==> src/spxl_pkg.sv <==
// Shared types and constants for the superpixel label smoothing and outline block.
package spxl_pkg;

    // Input transaction payload
    typedef struct packed {
        logic        kind;
        logic [15:0] label;
        logic [7:0]  lightness;
        logic [7:0]  chroma_a;
        logic [7:0]  chroma_b;
    } in_item_t;

    // Result transaction payload
    typedef struct packed {
        logic [7:0] out_lightness;
        logic [7:0] out_chroma_a;
        logic [7:0] out_chroma_b;
        logic       is_boundary;
        logic       last;
    } out_item_t;

    // Per-advance control carried down the pipeline
    typedef struct packed {
        logic int_p;      // smoothing target is interior
        logic int_q;      // trigger target is interior
        logic emit;       // this advance delivers a result
        logic last;       // result is the frame's final pixel
        logic n_col_ge1;  // emitted pixel has a left neighbor in the frame
        logic n_row_ge1;  // emitted pixel has an upper neighbor in the frame
    } stage_ctl_t;

    // Input kinds
    localparam logic KIND_PIXEL = 1'b0;

    // Configuration port
    localparam int          CFG_ADDR_BITS   = 2;
    localparam int          CFG_DATA_BITS   = 12;
    localparam logic [1:0]  CFG_FRAME_WIDTH = 2'd0;
    localparam logic [1:0]  CFG_FRAME_HEIGHT = 2'd1;
    localparam logic [1:0]  CFG_VOTE_THRESH = 2'd2;

    localparam logic [10:0] WIDTH_RESET  = 11'd640;
    localparam logic [11:0] HEIGHT_RESET = 12'd480;
    localparam logic [3:0]  THRESH_RESET = 4'd6;

    // Row counter covers the frame plus the drain tail
    localparam int ROW_BITS = 13;

    // 3x3 window
    localparam int VOTE_TAPS  = 9;
    localparam int COUNT_BITS = 4;

    // Boundary paint color
    localparam logic [7:0] PAINT_L = 8'd0;
    localparam logic [7:0] PAINT_A = 8'd128;
    localparam logic [7:0] PAINT_B = 8'd128;

endpackage

==> src/spxl_vote.sv <==
// Majority vote over a 3x3 label window, earliest tap wins ties.
module spxl_vote #(
    parameter int LABEL_BITS = 16
) (
    input  logic [LABEL_BITS-1:0]       taps [spxl_pkg::VOTE_TAPS],
    output logic [LABEL_BITS-1:0]       win_label,
    output logic [spxl_pkg::COUNT_BITS-1:0] win_count
);
    import spxl_pkg::*;

    logic [COUNT_BITS-1:0] cnt [VOTE_TAPS];

    // Matches per tap
    always_comb begin
        for (int i = 0; i < VOTE_TAPS; i++) begin
            cnt[i] = '0;
            for (int j = 0; j < VOTE_TAPS; j++) begin
                if (taps[i] == taps[j]) begin
                    cnt[i] = cnt[i] + COUNT_BITS'(1);
                end
            end
        end
    end

    // Strictly higher count replaces, so the first tap holds ties
    always_comb begin
        win_label = taps[0];
        win_count = cnt[0];
        for (int i = 1; i < VOTE_TAPS; i++) begin
            if (cnt[i] > win_count) begin
                win_label = taps[i];
                win_count = cnt[i];
            end
        end
    end

endmodule
==> config.mk <==
export PLATFORM = sky130hd
export DESIGN_NAME = spxl_vote
export DESIGN_NICKNAME = d
export VERILOG_FILES = /design/src/spxl_pkg.sv /design/src/spxl_vote.sv
export SDC_FILE = /design/constraint.sdc
export NUM_CORES = 1
export LEC_CHECK = 0
export ABC_AREA = 0
export BUFFER_PORTS_ARGS = -buffer_cell sky130_fd_sc_hd__buf_2
export CAP_MARGIN = 20
export CORE_ASPECT_RATIO = 1.1
export CORE_MARGIN = 2
export CORE_UTILIZATION = 45
export DETAILED_ROUTE_END_ITERATION = 8
export PLACE_DENSITY = 0.67
export SETUP_SLACK_MARGIN = 0.4
export SLEW_MARGIN = 25
export SYNTH_ARGS = -nofsm -noshare
export SYNTH_HDL_FRONTEND = slang
export SYNTH_SLANG_ARGS = --single-unit
export TNS_END_PERCENT = 100
==> constraint.sdc <==
create_clock -name vclk -period 22.8
set_input_delay 2.28 -clock vclk [all_inputs]
set_output_delay 2.28 -clock vclk [all_outputs]
set_load 0.01 [all_outputs]
* After elaboration in Yosys (flattened, before gate mapping)
Index checks and enable logic that the tools add are counted. W data, S select, Z words.
Word-level totals: flip-flop bits (word level) 0, output and inout port bits 20, input port bits 144, logic and storage cells 239
Operators by class: equal/unequal tests 72, order comparisons 8, multiplexer cells 88, add/sub/neg operators 71
Operator list (count):
- $eq A16 B16 Y1 | 72
- $mux W4 | 71
- $add A4 B1 Y4 const B | 70
- $mux W16 | 8
- $gt A4 B4 Y1 | 8
- $mux W1 | 8
- $add A2 B1 Y3 const B | 1
- $mux W2 | 1

* Logic depth before layout (Yosys ltp)
Gate-level depths: netlist of the first run.
word-level depth 33, gate-level depth with buffers 96, mapped depth without buffers 86

* Least setup slack after synthesis of the first run
OpenSTA, ideal clock, no wires.
path type input to output, start point input port taps[123] (netlist bit), end point output port win_label[13], required time 20520 ps, arrival time 18028 ps, buffers on the path 12, path slack 2492 ps, stages 88, path through buf_2 xnor2_1 nand4_1 nor4_2 inv_1 fa_1 clkbuf_1 xnor2_1 mux2i_1 ha_1 nand2b_1 o21ai_0 nand2_1 nand2_1 xor2_1 mux2i_1 ha_1 xor3_1 (+52 left out) nor2b_1 o21ai_0 nand2b_1 a21oi_1 a41oi_1 clkbuf_1 o21a_1 ha_1 nor2b_1 o21ai_0 nand2b_1 a21oi_1 a41o_1 clkbuf_1 clkbuf_1 nand2_1 a31oi_1 o22ai_1
Between the ends: word-level cells in the longest chain between the ends 33, elaborated cells between the ends (all ways) 168, classes of those cells add/sub: 64; order compare: 8; eq/ne: 16; mux: 80
Ends and longest elaborated chain:
- from (decl) | RTL line spxl_vote.sv:5 | input logic [LABEL_BITS-1:0] taps [spxl_pkg::VOTE_TAPS],
- $eq A16 B16 Y1 | RTL line spxl_vote.sv:18 | if (taps[i] == taps[j]) begin
- $mux W1 | RTL line spxl_vote.sv:18
- $add A4 B1 Y4 (2 in a row) | RTL line spxl_vote.sv:19 | cnt[i] = cnt[i] + COUNT_BITS'(1);
- $mux W4 | RTL line spxl_vote.sv:18
- $add A4 B1 Y4 | RTL line spxl_vote.sv:19
- $mux W4 | RTL line spxl_vote.sv:18
- $add A4 B1 Y4 | RTL line spxl_vote.sv:19
- $mux W4 | RTL line spxl_vote.sv:18
- (+16 left out)
- $gt A4 B4 Y1 | RTL line spxl_vote.sv:30 | if (cnt[i] > win_count) begin
- $mux W4 | RTL line spxl_vote.sv:30
- $gt A4 B4 Y1 | RTL line spxl_vote.sv:30
- $mux W4 | RTL line spxl_vote.sv:30
- $gt A4 B4 Y1 | RTL line spxl_vote.sv:30
- $mux W4 | RTL line spxl_vote.sv:30
- $gt A4 B4 Y1 | RTL line spxl_vote.sv:30
- $mux W16 (*) | RTL line spxl_vote.sv:30
- to (decl) | RTL line spxl_vote.sv:6 | output logic [LABEL_BITS-1:0] win_label,
Mark *: on every way between the ends. The rest lies on a longest branch, timed or not.

* Worst setup path in the final report of the first run
start point input port taps[89] (netlist bit), end point output port win_label[8]
Between the ends: word-level cells in the longest chain between the ends 29, elaborated cells between the ends (all ways) 138, classes of those cells add/sub: 48; order compare: 8; eq/ne: 16; mux: 66
Ends and longest elaborated chain (RTL line):
- $eq A16 B16 Y1 | spxl_vote.sv:18
- $mux W1 | spxl_vote.sv:18
- $add A4 B1 Y4 | spxl_vote.sv:19
- $mux W4 | spxl_vote.sv:18
- $add A4 B1 Y4 | spxl_vote.sv:19
- $mux W4 | spxl_vote.sv:18
- $add A4 B1 Y4 (2 in a row) | spxl_vote.sv:19
- $mux W4 | spxl_vote.sv:18
- (+12 left out)
- $gt A4 B4 Y1 | spxl_vote.sv:30
- $mux W4 | spxl_vote.sv:30
- $gt A4 B4 Y1 | spxl_vote.sv:30
- $mux W4 | spxl_vote.sv:30
- $gt A4 B4 Y1 | spxl_vote.sv:30
- $mux W4 | spxl_vote.sv:30
- $gt A4 B4 Y1 | spxl_vote.sv:30
- $mux W16 (*) | spxl_vote.sv:30
Marked as above.

==> results of run 1 <==
## synthesized netlist by cell type (all sizes together), types with 4 or more instances
master / count / area (um^2)
a21oi: 50 / 250.2
a211oi: 6 / 55.05
or3: 4 / 30.03
nor4: 80 / 565.6
a21boi: 4 / 30.03
inv: 76 / 290.3
clkbuf: 68 / 255.2
a31oi: 21 / 131.4
o21a: 5 / 37.54
buf: 116 / 779.5
a31o: 4 / 35.04
nor2: 88 / 330.3
a41o: 4 / 40.04
a21o: 6 / 45.04
o21ai: 46 / 230.2
and2: 6 / 37.54
mux2: 29 / 334.1
nand3: 30 / 150.1
o211ai: 6 / 55.05
nand2: 170 / 638.1
and4: 10 / 87.58
mux2i: 55 / 550.5
nand2b: 8 / 50.05
o22ai: 20 / 131.4
nand4: 104 / 665.6
ha: 95 / 1189
xnor2: 435 / 3836
o2111ai: 4 / 35.03
or2: 5 / 31.28
a22oi: 5 / 42.54
nand4b: 4 / 35.03
a41oi: 6 / 52.55
nor2b: 9 / 56.30
xor2: 263 / 2303
nor3: 10 / 50.05
## repair_timing
item,in CTS,in global routing
endpoints found under the setup margin,3,20
pin swaps,0,5
buffers inserted,0,8
resized for setup,1,45
gates cloned,0,1
## cell usage in the layout (no fill, tap or decap), drive strengths merged, types with 4 or more instances in the layout
cell type,count
or2,5
nor4,80
a22oi,5
nor2b,9
o21ai,46
a31oi,21
a31o,4
o22ai,20
nor3,10
a21boi,4
nor2,88
mux2i,55
buf,174
a211oi,6
nand4b,4
and2,6
o211ai,6
xnor2,435
clkbuf,27
and4,10
nand4,104
xor2,263
a41o,4
inv,75
a21o,6
ha,95
nand2b,8
a21oi,50
nand2,170
mux2,29
or3,4
o21a,5
nand3,30
o2111ai,4
a41oi,6
## per-stage QoR
step,cell area [um^2],setup WS (ns)
floorplan,13950,2.492
global placement,14560,1.133
detailed placement,14560,0.4306
CTS,14570,0.4437
global route,14790,0.3322
finish,14790,1.428
## cells by family after synthesis
family          count (synthesis)  share of synthesized area [%]
xor+xnor                      702                          44.67
compound gates                208                          9.857
mux                            84                          6.341
fa+ha+maj                     101                          9.175
simple gates                  543                          20.39
buf+inv                       261                          9.561
## report_power, final
group / switching [W] / total (W) / leakage [nW] / internal (W)
sequential: 0 / 0 / 0 / 0
clock: 0 / 0 / 0 / 0
combinational: 0.000136 / 0.000212 / 6.06 / 0.0000758
total: 0.000136 / 0.000212 / 6.06 / 0.0000758
## area by class of cell
type,count,area [um^2]
inverters,77,302.8
well taps,414,518.0
fillers,3100,15720
repair inverters,1,5.005
multi-input cells,1638,12770
repair buffers,201,1192
## worst paths after layout
| kind | endpoint | slack (ns) | cells after the start |
|---|---|---|---|
| max | win_label[8] | 1.43 | 82 |
| min | win_label[2] | 5.18 | 4 |
## layer usage
metal  global-route usage [%]  vias up  part of all wire [%]  wire length [um]
li1                         -     6480                     -                 -
met1                    45.48     6875                    36             22600
met2                    61.15     1059                    44             27600
met3                    9.305      356                    12              7733
met4                    23.46        0                   8.3              5234
met5                        0        -                     0                 0
==> run_results.csv, run 1 <==
group,metric,value,unit
run_status,status,"finished clean",
routing,ant_nets,0,
global_routing,overflow,0,
setup_path,path_buf_inv,12,
cells_and_area,synthToLayoutAreaGrowth,6.036,%
sta,fmax,0.04679,GHz
run,maxCapViolCount,0,
logic_synthesis,syn-cell-area,0.01395,mm^2
sta,fin_setup_tns,0,ns
cells_and_area,final_cells,2331,
placement,numPortBuffers,164,
setup_path,crit_path_max_fanout,37,
global_routing,grt_usage,38.12,%
floorplanning,start_util,45.72,%
routing,drtIter0Drc,1698,
global_routing,grt_max_degree,38,
setup_path,critical_path_arrival,19.09,ns
sta,fin_crit_sh,93.74,%
logic_synthesis,avgSynthCellArea,7.346,um^2
sta,rsz0062_at_grt,"no",
sta,worst_pin_slew,0.8063,ns
sta,maxSlewHeadroom,45.85,%
floorplanning,dieArea,0.03243,mm^2
sta,setup_violations,0,
routing,firstDrtPassIters,6,
sta,hold_violations,0,
power,peakVddDrop,0.01893,mV
global_routing,grt_pass1_vias,14320,
floorplanning,core-area,0.03051,mm^2
logic_synthesis,yosysSeqAreaShare,0,%
global_routing,grt_pass1_wl,91000,um
routing,drc,0,
logic_synthesis,synthesis.nets,2141,
routing,vias,14770,
cells_and_area,n_sequential_cell,0,
floorplanning,io_pins,164,
power,p_leak,6.065,nW
cells_and_area,final_nets,2161,
hold_path,min_path_type,"in2out",
setup_path,required,20.52,ns
setup_path,critPathTopFamily,"compound AO/OA/AOI/OAI gates",
cells_and_area,final_util,48.48,%
cells_and_area,nClkBuffers,0,
cells_and_area,final_layout_size_suffix_gt1_share,14.76,%
placement,routabilityCongestion,1.085,
routing,routed_wl,63170,um
cells_and_area,diodes,0,
logic_synthesis,synth_cell_types,88,
routing,wl_per_cell,27.10,um
setup_path,crit_path_start_kind,"primary input",
logic_synthesis,syn-instance-count,1899,
setup_path,cpPeakStageDelay,0.65,ns
setup_path,timing.critical_path.mode_cell,"a21oi_1",
clocking,ctsHoldBuffers,0,
power,powerDensity,14.31,mW/mm^2
logic_synthesis,yosysWarnings,0,
placement,dp_cells,2322,
floorplanning,die_x,171.9,um
sta,drv_slew,0,
global_routing,grt_antenna_before_repair,0,
sta,whs,5.177,ns
setup_path,cp-end-kind,"output pin",
floorplanning,die_h,188.7,um
placement,dp_hpwl,44660,um
setup_path,path_class,"in2out",
cells_and_area,seq_area,0,um^2
setup_path,cp-startpoint,"taps[89]",
hold_path,hold_path_startpoint,"taps[2]",
power,power,0.0002117,W
sta,period_needed,21.37,ns
floorplanning,rows,67,
routing,viasPerCell,6.336,
setup_path,slowest_stage,"fa_2",
Note: power is estimated with default switching activity, not from simulation.
==> run 2, diff against run 1 <==
- BUFFER_PORTS_ARGS: -buffer_cell sky130_fd_sc_hd__buf_2 -> unset
- DONT_BUFFER_PORTS: unset -> 1
- PLACE_DENSITY: 0.67 -> 0.63
==> run 2 against run 1 <==
Net effect:
- critical path type unchanged
- clock-buffer cell count unchanged
- critical path depth down 4
- fmax up 0.61%
- final area down 5.6%
- non-clock buffer count down 149
- largest power group unchanged
==> run_results.csv, run 2 (synthesis gave the netlist of run 1 again) <==
group,metric,value,unit
run_status,status,"finished clean",
sta,fmax,0.04708,GHz
power,pwr-share-comb,100.0,%
hold_path,hold_depth,3,
placement,dp_cells,2173,
power,pwr-share-clk,0,%
power,p_seq_share,0,%
global_routing,grt_pass1_wl,89370,um
setup_path,path_class,"in2out",
routing,wl_met1,22260,um
hold_path,min_path_type,"in2out",
hold_path,whs_endpoint,"win_label[11]",
cells_and_area,final_nets,2011,
cells_and_area,diodes,0,
floorplanning,dieArea,0.03243,mm^2
floorplanning,io_pins,164,
placement,routabilityCongestion,1.068,
routing,routed_wl,60830,um
sta,fin_setup_tns,0,ns
floorplanning,core-area,0.03051,mm^2
power,powerDensity,8.319,mW/mm^2
routing,viasPerCell,6.368,
routing,wl_met3,6859,um
setup_path,cpPeakStageDelay,0.51,ns
sta,drv_slew,0,
routing,ant_nets,0,
routing,wl_per_cell,27.89,um
floorplanning,start_util,45.72,%
setup_path,required,20.52,ns
global_routing,grt_pass1_vias,14050,
sta,fin_crit_sh,93.17,%
hold_path,hold_path_startpoint,"taps[11]",
cells_and_area,nClkBuffers,0,
routing,drc,0,
cells_and_area,final_common_cell,"xnor2_1",
routing,route.met2.wl,26690,um
cells_and_area,synthToLayoutAreaGrowth,0.06251,%
cells_and_area,final_area,0.01396,mm^2
floorplanning,die_h,188.7,um
routing,firstDrtPassIters,5,
placement,dp_hpwl,45170,um
setup_path,crit_path_max_fanout,37,
global_routing,grt_antenna_before_repair,0,
cells_and_area,n_sequential_cell,0,
sta,setup_violations,0,
sta,hold_violations,0,
power,cell_internal_pwr,0.00007138,W
floorplanning,rows,67,
power,p_switching,0.00004474,W
routing,vias,13890,
floorplanning,die_x,171.9,um
placement,numPortBuffers,0,
cells_and_area,final_cell_mix,"xnor2_1, xor2_1, nand2_1",
global_routing,grt_max_degree,38,
cells_and_area,final_layout_size_suffix_gt1_share,7.357,%
setup_path,cp-end-kind,"output pin",
cells_and_area,seq_area,0,um^2
global_routing,grt_usage,37.07,%
setup_path,crit_path_start_kind,"primary input",
setup_path,timing.critical_path.mode_cell,"ha_1",
power,sw_frac_of_total,38.53,%
sta,whs,4.831,ns
placement,detailed_place.area,0.01385,mm^2
global_routing,overflow,0,
run,maxCapViolCount,0,
sta,worst_pin_slew,1.040,ns
sta,maxSlewHeadroom,30.08,%
setup_path,critical_path_arrival,18.96,ns
sta,period_needed,21.24,ns
routing,highest_layer,"met4",
setup_path,slowest_stage,"or4_1",
routing,drtIter0Drc,1527,
cells_and_area,final_cells,2181,
power,p_leak,5.462,nW
sta,rsz0062_at_grt,"no",
power,peakVddDrop,0.006049,mV
run 2: cell types whose count changed in the layout (fill, tap and decap cells not counted), moves of 2 or more:
cell      before  now
clkbuf_4      27    0
buf_8          2    0
buf_4         32   49
buf_2        137    0
run 2: per-stage QoR:
stage                     util, %  power [W]  setup slack, ns
final                       45.75  0.0001161            1.557
after global routing        45.75  0.0001277           0.4091
after detailed placement    45.38  0.0001142           0.8656
after global placement      45.38  0.0001133            1.204
after CTS                   45.38  0.0001149           0.7858
after floorplan                 -  0.0001444            2.492
run 2: worst max-delay path by stage:
| stage | endpoint | slack [ns] | depth (start not counted) | startpoint |
|---|---|---|---|---|
| after floorplan | win_label[13] | 2.49 | 88 | taps[123] |
| after global placement | win_label[8] | 1.20 | 80 | taps[104] |
| after detailed placement | win_label[8] | 0.87 | 81 | taps[101] |
| after CTS | win_label[8] | 0.79 | 81 | taps[101] |
| after global routing | win_label[8] | 0.41 | 78 | taps[116] |
| final | win_label[8] | 1.56 | 78 | taps[117] |
run 2: power groups by stage:
stage | clock (W) | combinational [W] | sequential (W)
after floorplan | 0 | 0.000144 | 0
after global placement | 0 | 0.000113 | 0
after detailed placement | 0 | 0.000114 | 0
after CTS | 0 | 0.000115 | 0
after global routing | 0 | 0.000128 | 0
final | 0 | 0.000116 | 0
run 2: metal layers:
layer / GRT usage, % / vias to the layer above
met1: 43.22 / 6489
met4: 24.14 / 0
met5: 0 / -
met2: 59.22 / 927
met3: 10.21 / 309
li1: - / 6164
run 2: critical path, delay by kind of cell:
kind | cells | cell delay (ns)
xor gates and xnor gates | 3 | 0.60
buffers and inverters | 10 | 1.91
muxes | 4 | 1.30
adders and majority gates | 14 | 4.03
and+or+nand+nor | 18 | 3.24
AOI/OAI and AO/OA | 29 | 5.56
run 2: repair_timing:
action                                  CTS  global route
resized for setup                         0            12
buffers inserted                          0             8
hold buffers                              0             0
endpoints found under the setup margin    0            20
run 2: final cells by class:
| type | instances | area (um^2) |
|---|---|---|
| multi-input cells | 1638 | 12740 |
| repair buffers | 52 | 401.6 |
| inverters | 77 | 299.0 |
| fillers | 3158 | 16550 |
| well taps | 414 | 518.0 |
